$ cat src/rtl/core/sfg_pkg.sv
// Shared types, constants and helper functions of the spotlight falloff texel generator.
// Used by every module under rtl/core; depends on nothing else.
package sfg_pkg;

  localparam int MAX_SIZE     = 1024;
  localparam int DEFAULT_SIZE = 64;

  typedef enum logic [2:0] {
    REG_IMAGE_SIZE = 3'd0,
    REG_EDGE_RADIUS = 3'd1,
    REG_FALLOFF_EXP = 3'd2,
    REG_RED_LEVEL = 3'd3,
    REG_GREEN_LEVEL = 3'd4,
    REG_BLUE_LEVEL = 3'd5
  } reg_idx_e;

  typedef struct packed {
    logic [10:0] image_size;
    logic [16:0] edge_radius;
    logic [15:0] falloff_exponent;
    logic [15:0] red_level;
    logic [15:0] green_level;
    logic [15:0] blue_level;
  } cfg_t;

  typedef struct packed {
    logic [8:0] octant_col;
    logic [8:0] octant_row;
  } in_item_t;

  typedef struct packed {
    logic [9:0] texel_col;
    logic [9:0] texel_row;
    logic [7:0] red_out;
    logic [7:0] green_out;
    logic [7:0] blue_out;
    logic       last_write;
  } out_item_t;

  typedef struct packed {
    in_item_t   coord;
    logic [7:0] red;
    logic [7:0] green;
    logic [7:0] blue;
  } core_res_t;

  function automatic logic [10:0] eff_size(input logic [10:0] size_reg);
    logic [10:0] res;
    if (size_reg == '0) begin
      res = 11'(DEFAULT_SIZE);
    end else if (size_reg > 11'(MAX_SIZE)) begin
      res = 11'(MAX_SIZE);
    end else begin
      res = size_reg;
    end
    return res;
  endfunction

  function automatic logic [9:0] half_span(input logic [10:0] size);
    logic [10:0] diff;
    diff = size - 11'd2;
    return (size >= 11'd2) ? diff[10:1] : '0;
  endfunction

endpackage

$ cat src/rtl/core/sfg_cfg.sv
// APB-style register file holding the light and texture settings.
// Depends on sfg_pkg for the register map and the settings struct.
module sfg_cfg (
  input  logic              clk_i,
  input  logic              rst_ni,
  input  logic              psel,
  input  logic              penable,
  input  logic              pwrite,
  input  logic [4:0]        paddr,
  input  logic [31:0]       pwdata,
  output logic [31:0]       prdata,
  output logic              pready,
  output sfg_pkg::cfg_t     cfg_o
);

  sfg_pkg::cfg_t     cfg_q, cfg_d;
  sfg_pkg::reg_idx_e idx;
  logic              wr_en;

  assign idx    = sfg_pkg::reg_idx_e'(paddr[4:2]);
  assign wr_en  = psel & penable & pwrite;
  assign pready = 1'b1;
  assign cfg_o  = cfg_q;

  always_comb begin
    cfg_d = cfg_q;
    if (wr_en) begin
      unique case (idx)
        sfg_pkg::REG_IMAGE_SIZE:  cfg_d.image_size       = pwdata[10:0];
        sfg_pkg::REG_EDGE_RADIUS: cfg_d.edge_radius      = pwdata[16:0];
        sfg_pkg::REG_FALLOFF_EXP: cfg_d.falloff_exponent = pwdata[15:0];
        sfg_pkg::REG_RED_LEVEL:   cfg_d.red_level        = pwdata[15:0];
        sfg_pkg::REG_GREEN_LEVEL: cfg_d.green_level      = pwdata[15:0];
        sfg_pkg::REG_BLUE_LEVEL:  cfg_d.blue_level       = pwdata[15:0];
        default: ;
      endcase
    end
  end

  always_comb begin
    unique case (idx)
      sfg_pkg::REG_IMAGE_SIZE:  prdata = {21'b0, cfg_q.image_size};
      sfg_pkg::REG_EDGE_RADIUS: prdata = {15'b0, cfg_q.edge_radius};
      sfg_pkg::REG_FALLOFF_EXP: prdata = {16'b0, cfg_q.falloff_exponent};
      sfg_pkg::REG_RED_LEVEL:   prdata = {16'b0, cfg_q.red_level};
      sfg_pkg::REG_GREEN_LEVEL: prdata = {16'b0, cfg_q.green_level};
      sfg_pkg::REG_BLUE_LEVEL:  prdata = {16'b0, cfg_q.blue_level};
      default:                  prdata = '0;
    endcase
  end

  always_ff @(posedge clk_i or negedge rst_ni) begin
    if (!rst_ni) begin
      cfg_q.image_size       <= 11'd64;
      cfg_q.edge_radius      <= '0;
      cfg_q.falloff_exponent <= 16'd256;
      cfg_q.red_level        <= 16'hFFFF;
      cfg_q.green_level      <= 16'hFFFF;
      cfg_q.blue_level       <= 16'hFFFF;
    end else begin
      cfg_q <= cfg_d;
    end
  end

endmodule

$ cat config.mk
export PLATFORM = sky130hd
export DESIGN_NAME = sfg_cfg
export DESIGN_NICKNAME = d
export VERILOG_FILES = /design/src/rtl/core/sfg_pkg.sv /design/src/rtl/core/sfg_cfg.sv
export SDC_FILE = /design/constraint.sdc
export NUM_CORES = 1
export LEC_CHECK = 0
export ABC_AREA = 0
export BUFFER_PORTS_ARGS = -buffer_cell sky130_fd_sc_hd__buf_2
export CAP_MARGIN = 20
export CORE_ASPECT_RATIO = 1.25
export CORE_MARGIN = 2
export CORE_UTILIZATION = 40
export DETAILED_ROUTE_END_ITERATION = 12
export HOLD_SLACK_MARGIN = 0.06
export PLACE_DENSITY = 0.65
export SYNTH_ARGS = -nofsm -noshare
export SYNTH_HDL_FRONTEND = slang
export SYNTH_SLANG_ARGS = --single-unit
$ cat constraint.sdc
create_clock -name clk_i -period 1.8 [get_ports clk_i]
set_input_delay 0.36 -clock clk_i [delete_from_list [all_inputs] [get_ports clk_i]]
set_output_delay 0.36 -clock clk_i [all_outputs]
set_load 0.01 [all_outputs]
==> impl_metrics.ini <==
[place]
placed_cell_area_sq_mm = 0.005418
portBuffers = 133
hpwl_mm = 8.184
place_ws_ns = -0.1288
place_congestion = 0.7625

[clock_tree]
path_clk_slew_ns = 0.06
cts_max_level = 3
ctsHoldBuffers = 0
numClockSinks = 92
cts_tree = yes
insertion_delay_ns = 0.33
root_buffer = clkbuf_16
numCtsBuffers = 9
clockBufferDepth = 2

[global_route]
grt_pass1_vias = 3193
grt.total_usage_pct = 19.21
grt_pass1_wl_mm = 17.66
grt_overflow = 0
grt_max_degree = 93
antenna_found_initial = 0

[worst_setup_path]
cp_slowest_stage_delay_ns = 0.39
cp_data_arrival_time_ns = 1.43
critPathLaunchType = flip-flop
worstSetupPathType = reg -> out
worst-path-max-fanout = 2
cpMaxStageDelayCell = dfrtp_1
r2r_start = cfg_o[88]
crit_path_end_kind = primary output
cp_num_buf_inv = 1
cp.depth = 4
cp_data_required_time_ns = 1.44
startpoint = cfg_o[88]
cp_cell_sequence = mux2_2 > a221oi_2 > a31oi_1 > buf_2
r2r_cells = 3
path_delay_family = flip-flops

[hold_path]
hold_path.class = in -> async

[drt]
drt-total-wl_mm = 11.50
firstDrtPassIters = 4
vias = 3239
ant_nets = 0
routed_via_density = 5.149
drtIter0Drc = 141
drc_errors = 0
wl_per_cell_um = 18.28

[power_and_ir_drop]
peakVddDrop_v = 0.0006629
p_leak_nw = 2.847
powerDensity_mw_per_mm2 = 1126

[timing]
rsz0062_at_grt = true
maxSlewViolCount = 0
fin_skew_ns = 0
fmaxAchievable_ghz = 0.5588
final.setup.worst_slack_ns = 0.01032
setup_viol = 0
fin_crit_sh_pct = 99.43
whs_ns = 0.05069
layout_min_cycle_time_ns = 1.790
finalHoldViolCount = 0
finalSetupTns_ns = 0

[run_status]
outcome = finished, final reports clean

[yosys]
ys_seq_elements = 92
ys_warn_count = 0
synth_area_per_cell_sq_um = 14.05
post_synth_instance_area_sq_mm = 0.004439
synth_seq_area_share_pct = 53.27
synth_top_area_share_pct = 29.59
synth_top_area_cell = dfstp_2
synthTopCellsByArea = dfstp_2, mux2_2, dfrtp_1
synth.distinct_cells = 27
syn_inst = 316

[final_layout]
largest_register_ffs = 92
utilization_pct = 53.75
antenna_cells = 0
nets = 531
mostFrequentLayoutCell = buf_2
fillCellCount = 981
design_area_sq_mm = 0.005899
mostFrequentLayoutCells = buf_2, mux2_2, dfstp_2
drive_above_1_share_pct = 74.70
syn_to_final_growth_pct = 32.89

[die]
die_area_sq_mm = 0.01196
fp.dieH_um = 121.8
rows = 43
io_pins = 167
core_area_sq_mm = 0.01098
die_w_um = 98.23
start_util_pct = 40.45

[flow_run]
drv_cap = 0
Yosys cell counts:
cell type,number
a31oi_1,4
a221oi_1,4
nand3_1,5
dfrtp_1,42
mux2i_1,17
nand2b_1,2
buf_4,22
nand2_1,15
mux2_2,107
nor2_2,2
o221ai_1,12
nor3_1,1
inv_1,1
a22oi_1,5
buf_2,4
nor2_4,2
nor2_1,2
buf_6,3
a32oi_1,2
nand4_4,1
and3_1,1
dfstp_2,50
nor3_4,1
nand4b_4,1
clkbuf_1,4
conb_1,2
nor2b_1,4
worst register-to-register path: cells and delay by family (launching register included):
family	cells	cell delay (ns)
flops	1	0.39
mux	1	0.25
buf+inv	2	0.26
area by class of cell:
class	count	area [sq um]	share of cell area, %
timing repair buffer	181	1100	18.64
tap	135	168.9	2.863
sequential	92	2365	40.08
inverter	1	3.754	0.06363
multi-input combinational	204	1936	32.81
clock inverter	7	101.3	1.718
clock buffer	9	225.2	3.818
worst paths after layout:
kind / endpoint / slack [ns]
setup / recovery: prdata[7] / 0.01
hold / removal: cfg_o[70] / 0.05
setup reg to reg: cfg_o[88] / 0.78
hold reg to reg: cfg_o[48] / 0.53
max in group asynchronous: cfg_o[0] / 1.35
min in group clk_i: cfg_o[80] / 0.26
logic make-up (layout without fill, tap and decap cells):
kind of cell	Yosys count	count (layout)	share of synthesized area [%]
compound gates	27	27	4.961
buf+inv	34	198	5.355
flops	92	92	53.27
mux	124	124	30.98
other cells	2	16	0.1692
simple gates	37	37	5.270
power breakdown:
| part | switching (mW) | leakage, nW | internal [mW] |
|---|---|---|---|
| combinational | 0.791 | 1.64 | 0.868 |
| sequential | 0.311 | 1.06 | 2.64 |
| clock | 0.810 | 0.152 | 1.22 |
per-stage QoR:
stage                     power (mW)  cells
after CTS                      6.695    620
after detailed placement       4.577    599
after global routing           6.979    629
after floorplan                3.826    330
after global placement         4.523    599
final                          6.642    629
timing repair:
item / in CTS / in global routing
setup buffers: 5 / 9
setup endpoints to repair: 15 / 13
resized for setup: 8 / 4
pin swaps: 1 / 1
per-layer routing:
| layer | vias to the layer above | global-route usage (%) | wire (um) |
|---|---|---|---|
| li1 | 1480 | - | - |
| met1 | 1627 | 26.68 | 5084 |
| met2 | 112 | 30.48 | 5616 |
| met3 | 20 | 2.582 | 494 |
| met4 | 0 | 8.134 | 303 |
| met5 | - | 0 | 0 |
Power figures use the tool's default switching activity.
