--- src/rtl/core/sfg_pkg.sv ---
// Shared types, constants and helper functions of the spotlight falloff texel generator.
// Used by every module under rtl/core; depends on nothing else.
package sfg_pkg;

  localparam int MAX_SIZE     = 1024;
  localparam int DEFAULT_SIZE = 64;

  typedef enum logic [2:0] {
    REG_IMAGE_SIZE = 3'd0,
    REG_EDGE_RADIUS = 3'd1,
    REG_FALLOFF_EXP = 3'd2,
    REG_RED_LEVEL = 3'd3,
    REG_GREEN_LEVEL = 3'd4,
    REG_BLUE_LEVEL = 3'd5
  } reg_idx_e;

  typedef struct packed {
    logic [10:0] image_size;
    logic [16:0] edge_radius;
    logic [15:0] falloff_exponent;
    logic [15:0] red_level;
    logic [15:0] green_level;
    logic [15:0] blue_level;
  } cfg_t;

  typedef struct packed {
    logic [8:0] octant_col;
    logic [8:0] octant_row;
  } in_item_t;

  typedef struct packed {
    logic [9:0] texel_col;
    logic [9:0] texel_row;
    logic [7:0] red_out;
    logic [7:0] green_out;
    logic [7:0] blue_out;
    logic       last_write;
  } out_item_t;

  typedef struct packed {
    in_item_t   coord;
    logic [7:0] red;
    logic [7:0] green;
    logic [7:0] blue;
  } core_res_t;

  function automatic logic [10:0] eff_size(input logic [10:0] size_reg);
    logic [10:0] res;
    if (size_reg == '0) begin
      res = 11'(DEFAULT_SIZE);
    end else if (size_reg > 11'(MAX_SIZE)) begin
      res = 11'(MAX_SIZE);
    end else begin
      res = size_reg;
    end
    return res;
  endfunction

  function automatic logic [9:0] half_span(input logic [10:0] size);
    logic [10:0] diff;
    diff = size - 11'd2;
    return (size >= 11'd2) ? diff[10:1] : '0;
  endfunction

endpackage

--- src/rtl/core/sfg_emit.sv ---
// Output stage: holds one finished item and issues its eight mirrored texel writes.
// Depends on sfg_pkg for the item types and the size helpers.
module sfg_emit (
  input  logic               clk_i,
  input  logic               rst_ni,
  input  logic [10:0]        image_size_i,
  input  logic               valid_i,
  input  sfg_pkg::core_res_t res_i,
  output logic               take_o,
  output logic               valid_o,
  input  logic               stall_i,
  output sfg_pkg::out_item_t item_o
);

  localparam logic [2:0] LAST_IDX = 3'd7;

  logic               busy_q, busy_d;
  logic [2:0]         cnt_q, cnt_d;
  sfg_pkg::core_res_t hold_q;
  logic               done;
  logic [10:0]        size;
  logic [9:0]         hw;
  logic [10:0]        tx, ty, txm, tym, col, row;

  assign done   = busy_q && !stall_i && (cnt_q == LAST_IDX);
  assign take_o = !busy_q || done;

  always_comb begin
    busy_d = busy_q;
    cnt_d  = cnt_q;
    if (take_o) begin
      busy_d = valid_i;
      cnt_d  = '0;
    end else if (!stall_i) begin
      cnt_d = cnt_q + 3'd1;
    end
  end

  always_comb begin
    size = sfg_pkg::eff_size(image_size_i);
    hw   = sfg_pkg::half_span(size);
    tx   = {2'b0, hold_q.coord.octant_col} + {1'b0, hw};
    ty   = {2'b0, hold_q.coord.octant_row} + {1'b0, hw};
    txm  = size - tx - 11'd1;
    tym  = size - ty - 11'd1;
    if (cnt_q[2]) begin
      col = cnt_q[1] ? tym : ty;
      row = cnt_q[0] ? txm : tx;
    end else begin
      col = cnt_q[1] ? txm : tx;
      row = cnt_q[0] ? tym : ty;
    end
    item_o.texel_col  = col[9:0];
    item_o.texel_row  = row[9:0];
    item_o.red_out    = hold_q.red;
    item_o.green_out  = hold_q.green;
    item_o.blue_out   = hold_q.blue;
    item_o.last_write = (cnt_q == LAST_IDX);
  end

  assign valid_o = busy_q;

  always_ff @(posedge clk_i or negedge rst_ni) begin
    if (!rst_ni) begin
      busy_q <= 1'b0;
      cnt_q  <= '0;
    end else begin
      busy_q <= busy_d;
      cnt_q  <= cnt_d;
    end
  end

  always_ff @(posedge clk_i) begin
    if (take_o && valid_i) begin
      hold_q <= res_i;
    end
  end

`ifndef SYNTH
  a_idle_count_zero: assert property (@(posedge clk_i) disable iff (!rst_ni)
    !busy_q |-> (cnt_q == '0))
    else $error("Write counter moved while no item is held.");

  a_take_after_last: assert property (@(posedge clk_i) disable iff (!rst_ni)
    (busy_q && take_o) |-> (valid_o && !stall_i && item_o.last_write))
    else $error("Held item replaced before its last write left.");

  a_drain_to_idle: assert property (@(posedge clk_i) disable iff (!rst_ni)
    (done && !valid_i) |=> !busy_q)
    else $error("Output stays busy after its last write with nothing queued.");
`endif

endmodule

--- config.mk ---
export PLATFORM = sky130hd
export DESIGN_NAME = sfg_emit
export DESIGN_NICKNAME = d
export VERILOG_FILES = /design/src/rtl/core/sfg_pkg.sv /design/src/rtl/core/sfg_emit.sv
export SDC_FILE = /design/constraint.sdc
export NUM_CORES = 1
export LEC_CHECK = 0
export BUFFER_PORTS_ARGS = -buffer_cell sky130_fd_sc_hd__buf_4
export CAP_MARGIN = 20
export CORE_MARGIN = 1
export CORE_UTILIZATION = 60
export CTS_CLUSTER_DIAMETER = 60
export DETAILED_ROUTE_END_ITERATION = 10
export PLACE_DENSITY_LB_ADDON = 0.12
export SYNTH_ARGS = -nofsm -noshare
export SYNTH_HDL_FRONTEND = slang
export SYNTH_SLANG_ARGS = --single-unit
--- constraint.sdc ---
create_clock -name clk_i -period 13.1 [get_ports clk_i]
set_input_delay 0.655 -clock clk_i [delete_from_list [all_inputs] [get_ports clk_i]]
set_output_delay 0.655 -clock clk_i [all_outputs]
set_load 0.02 [all_outputs]
==> metrics.txt, run 1 <==
status=complete, no violations; Final Power=slightly above 0.8 mW; placement row count=31; VDD IR-drop max=around 0.076 mV; htree depth=2; initial core utilization=between 60 and 70%; post-synth cell types=a little under 80; endpoints failing hold=0; fmax=roughly 130 MHz; IO Pins=about 100; wire length per cell=18.0 um; grt total ovfl=0; Cells after Synth=between 400 and 500; Routed WL=11800 um; DRT iter0 DRCs=411; Tmin final=7.47 ns; detailed placer's ending HPWL=9400 um; detailed-route via count=around 4100; Clock transition at path regs=about 0.10 ns; Sink Count=46; CTS hold repair buffers=0; Post-synth ARST share=8.70%; CTS Buffer Depth=2; EDFF count, synth=42; syn nets=579; leakage power=2.13 nW; Total GRT Usage=between 30% and 40%; Yosys warning count=0; RSZ-0062 raised after global routing=false; Slew headroom=between 30% and 40%; initial antenna violation count=0; Core ar.=0.00729 mm^2; Post-Route Utilization=about 73%; CTS tree=yes; first-pass GRT wire length=18300 um; Final Cycle Share=between 50% and 60%; Post-synth top flop=edfxtp_1; PortBufs=between 100 and 150; Max-cap violations=0; vias in the first global route=between 3000 and 4000; Layout Area Growth over Synthesis=16.7%; die height=89.1 um; R2R Setup Slk=10.03 ns; RR Startpoint=cnt_q[0]; reg2reg end=hold_q[35]; most common cell after layout, fill and taps aside=buf_4; crit path max fanout=12; layout cells sized above 1=about a quarter; Worst Tran Pin Value=about 0.94 ns; setup bufs post-CTS=0; Root Driver=clkbuf_8; Final nets=around 650; setup TNS=0 ns; Worst Path Required=roughly 12 ns; PD cells=between 150 and 200 mW/mm^2; critical path arrival=6.82 ns; R2R depth=5; Worst-Skew Late Latency=between 0.3 and 0.4 ns; sequential fraction of the synthesis area=between 20% and 30%; max-slew violation count=0; Avg Synthesized Cell Area=9.24 um^2; Inserted Clock Buffers=5; PostCTS Resize Cnt=0; critical path type=primary input to primary output; DRT Pass-1 Iters=5; Worst Skew=roughly 0.0043 ns; most frequent cells in the layout=buf_4 (104), edfxtp_1 (42), nor2_1 (37), nand2_1 (31), a21oi_1 (30); Hold Slack=approximately 0.12 ns; largest net degree at the start of global routing=between 40 and 50; Post-Syn Area=about 0.0046 mm^2; Worst Hold Class=primary input to asynchronous set/reset pin; n_diodes=0; Setup-failing EPs final=0; Die ar.=0.00794 mm^2; Post-route DRC=0; Crit. End Element=primary output; DRT antenna net count=0; DR vias/cell=6.16; crit path launch type=primary input; Die Width=89.1 um; register bit total from synthesis=46; GPL Wtd Cong=between 0.9 and 1
[worst max-delay path by stage]
| stage | from | to | slack, ns | cells past startpoint |
|---|---|---|---|---|
| 2_1_floorplan | image_size_i[10] | item_o[44] | 6.19 | 27 |
| 3_3_place_gp | image_size_i[10] | item_o[42] | 6.04 | 26 |
| 3_5_place_dp | image_size_i[10] | item_o[42] | 5.81 | 26 |
| 4_1_cts | image_size_i[10] | item_o[42] | 5.74 | 26 |
| 5_1_grt | image_size_i[10] | item_o[44] | 5.14 | 26 |
| 6_report | image_size_i[10] | item_o[42] | 5.63 | 26 |
[area by class of cell]
type	count	area (um^2)
clock buffers	5	68.8
clock inverters	3	47.5
fillers	565	1980
inverters	21	78.8
multi-input cells	382	2860
flip-flops and latches	46	1360
well taps	99	124
repair buffers	104	781
[logic make-up after synthesis]
family	share of synthesized area (%)
AOI/OAI and AO/OA	23.1
xor gates and xnor gates	7.69
buffers and inverters	7.44
and+or+nand+nor	17.3
muxes	5.14
DFF	29.9
adders and majority gates	9.51
[worst max-delay path, cell delays in order]
cell and delay, ns:
buf_4 0.16, clkinv_1 0.23, nand2_1 0.15, ha_1 0.27, nand2_1 0.14, or2_2 0.31, o32a_1 0.32, nor2_1 0.51
a21oi_1 0.19, ha_1 0.47, inv_1 0.14, nor3_1 0.36, o2bb2ai_1 0.19, a211o_1 0.19, xnor2_1 0.20, inv_1 0.08
ha_1 0.39, nand2_1 0.07, or4_1 0.42, nand4_1 0.16, o311ai_2 0.16, o21ai_2 0.20, xnor2_1 0.10, mux4_2 0.46
o31ai_1 0.08, buf_4 0.18
[registers in the layout, indices dropped and copies added (netlist names)]
register,count
cnt_q,3
hold_q,18
item_o,24
valid_o,1
[through the flow]
| step | instance area [um^2] | setup WS, ns | std cells |
|---|---|---|---|
| 2_1_floorplan | 4550 | 6.19 | 493 |
| 3_3_place_gp | 5200 | 6.04 | 652 |
| 3_5_place_dp | 5200 | 5.81 | 652 |
| 4_1_cts | 5320 | 5.74 | 660 |
| 5_1_grt | 5320 | 5.14 | 660 |
| 6_report | 5320 | 5.63 | 660 |
[where the power goes]
group          leakage [nW]  total [mW]  switching (mW)  internal [mW]
Combinational          1.65       0.506           0.284          0.222
Clock                0.0591       0.114          0.0559         0.0583
Sequential            0.425       0.192          0.0202          0.172
[synth_stat cells (all sizes together) (7+ instances only)]
| library cell | number | area share, % |
|---|---|---|
| xnor2 | 27 | 5.2 |
| inv | 20 | 1.6 |
| buf | 27 | 4.3 |
| a21o | 8 | 1.3 |
| mux4 | 9 | 4.5 |
| edfxtp | 42 | 28 |
| a21oi | 31 | 3.5 |
| clkbuf | 17 | 1.4 |
| o21ai | 34 | 3.8 |
| nand3 | 8 | 0.88 |
| a31oi | 7 | 0.96 |
| nor2 | 37 | 3.0 |
| nor2b | 15 | 2.1 |
| ha | 27 | 7.4 |
| xor2 | 13 | 2.5 |
| nor3 | 19 | 2.1 |
| nand2b | 7 | 0.96 |
| nand2 | 31 | 2.6 |
| a211oi | 9 | 1.6 |
[per-layer routing]
| metal | global-route usage [%] | wire length (um) | vias up |
|---|---|---|---|
| met5 | 0 | 0 | - |
| met4 | 7.36 | 187 | 0 |
| met3 | 5.45 | 998 | 15 |
| met2 | 50.7 | 5540 | 192 |
| met1 | 41.7 | 5120 | 1889 |
| li1 | - | - | 1968 |
Note: power is estimated with default switching activity, not from simulation.
==> run 2: changes to the inputs <==
--- a/config.mk
+++ b/config.mk
@@ -8,7 +8,7 @@
 export BUFFER_PORTS_ARGS = -buffer_cell sky130_fd_sc_hd__buf_4
 export CAP_MARGIN = 20
 export CORE_MARGIN = 1
-export CORE_UTILIZATION = 60
+export CORE_UTILIZATION = 56
 export CTS_CLUSTER_DIAMETER = 60
 export DETAILED_ROUTE_END_ITERATION = 10
 export PLACE_DENSITY_LB_ADDON = 0.12
==> constraint.sdc (replaced) <==
create_clock -name clk_i -period 7 [get_ports clk_i]
set_input_delay 0.35 -clock clk_i [delete_from_list [all_inputs] [get_ports clk_i]]
set_output_delay 0.35 -clock clk_i [all_outputs]
set_load 0.02 [all_outputs]
==> metrics.txt, run 2 (same netlist as run 1, synthesis figures left out) <==
vias in the first global route=~3900; Final nets=roughly 650; n_diodes=0; number of flip-flops in the largest register=24; Post-Route Utilization=68.6%; Layout Area Growth over Synthesis=17.6%; PD cells=~280 mW/mm^2; Worst Hold Class=primary input to register; Final Power=around 1.5 mW; Worst Tran Pin Value=approximately 0.94 ns; initial antenna violation count=0; critical path arrival=6.18 ns; fmax=between 150 and 200 MHz; layout cells sized above 1=a little over a quarter; DRT antenna net count=0; grt total ovfl=0; DR vias/cell=between 6 and 7; most frequent cells in the layout=buf_4 (106), edfxtp_1 (42), nor2_1 (36), nand2_1 (31), a21oi_1 (30); most common cell after layout, fill and taps aside=buf_4; Post-route DRC=0; max-slew violation count=0; htree depth=2; Core ar.=around 0.0078 mm^2; critical path type=primary input to primary output; largest net degree at the start of global routing=47; Routed WL=about 12000 um; Final Cycle Share=between 90% and 100%; detailed-route via count=around 4100; initial core utilization=between 50 and 60%; Slew headroom=between 30 and 40%; Worst Skew=0.0133 ns; # fillers=around 620; CTS tree=yes; Total GRT Usage=between 20% and 30%; endpoints failing hold=0; Max-cap violations=0; setup bufs post-CTS=0; Inserted Clock Buffers=5; Sink Count=46; Hold Path Stages=1; detailed placer's ending HPWL=around 9500 um; GPL Wtd Cong=between 0.9 and 1; PortBufs=slightly above 100; Root Driver=clkbuf_8; Die ar.=0.00850 mm^2; first-pass GRT wire length=19100 um; Clock transition at path regs=approximately 0.10 ns; DRT iter0 DRCs=roughly 260; Tmin final=approximately 6.5 ns; die height=92.2 um; VDD IR-drop max=approximately 0.10 mV; DRT Pass-1 Iters=4; status=complete, no violations; crit path launch type=primary input; setup TNS=0 ns; Die Width=just over 90 um; crit path max fanout=12; leakage power=approximately 2.1 nW; Worst Path Required=6.65 ns; RSZ-0062 raised after global routing=false; IO Pins=around 100; Crit. End Element=primary output; wire length per cell=between 15 and 20 um; Setup-failing EPs final=0; placement row count=32; CTS Buffer Depth=2; R2R depth=5; Worst-Skew Late Latency=roughly 0.30 ns
run 2: through the flow:
step / hold WS (ns) / cell area (um^2) / setup slack (ns) / cells
floorplan: 0.0544 / 4550 / 0.703 / 493
global placement: 0.148 / 5220 / 0.413 / 657
detailed placement: 0.151 / 5220 / 0.293 / 657
CTS: 0.211 / 5340 / 0.286 / 666
global route: 0.201 / 5350 / 0.0443 / 666
finish: 0.212 / 5350 / 0.470 / 666
run 2: repair_timing:
| action | 4_1_cts | 5_1_grt |
|---|---|---|
| endpoints found under the hold margin | 4 | 0 |
| hold buffers | 1 | 0 |
| setup endpoints to repair | 0 | 8 |
| gates resized for setup | 0 | 3 |
run 2: worst max-delay path, cell delays in order:
cell and delay, ns:
buf_4 0.16, clkinv_1 0.22, nand2_1 0.17, ha_1 0.28
nand2_1 0.15, or2_2 0.32, o32a_1 0.33, nor2_4 0.27
a21oi_1 0.13, ha_1 0.41, inv_1 0.18, nor3_2 0.08
o2bb2ai_1 0.13, a211o_1 0.33, xnor2_1 0.37, inv_1 0.08
ha_1 0.39, nand2_1 0.07, or4_1 0.42, nand4_1 0.16
o311ai_2 0.17, o21ai_2 0.20, xnor2_1 0.09, mux4_2 0.46
o31ai_1 0.08, buf_4 0.18
run 2: final timing paths:
kind	from	endpoint	slack, ns
setup / recovery	image_size_i[10]	item_o[42]	0.47
hold / removal	res_i[41]	hold_q[41]	0.21
setup reg to reg	cnt_q[0]	item_o[14]	3.97
hold reg to reg	valid_o	cnt_q[2]	0.57
max in group asynchronous	rst_ni	valid_o	6.53
min in group asynchronous	rst_ni	cnt_q[1]	0.37
run 2: metal layers:
metal / share of wire, % / track usage [%] / wire (um) / vias to the layer above
met1: 45 / 38.3 / 5310 / 1946
met2: 47 / 46.6 / 5580 / 160
met4: 1.6 / 8.59 / 192 / 0
met5: 0 / 0 / 0 / -
li1: - / - / - / 1974
met3: 6.8 / 5.64 / 803 / 17
run 2: cell type report:
type | instances | area (um^2) | share of cell area, %
clock buffer | 5 | 68.8 | 1.29
inverter | 21 | 78.8 | 1.47
sequential | 46 | 1360 | 25.4
multi-input combinational | 382 | 2870 | 53.6
tap | 102 | 128 | 2.38
timing repair buffer | 107 | 806 | 15.1
clock inverter | 3 | 43.8 | 0.818
run 2: where the power goes:
part           leakage [nW]  internal (mW)  switching (mW)
combinational          1.67          0.419           0.531
clock                0.0585          0.107          0.0986
sequential            0.425          0.321          0.0364
total                  2.15          0.847           0.666
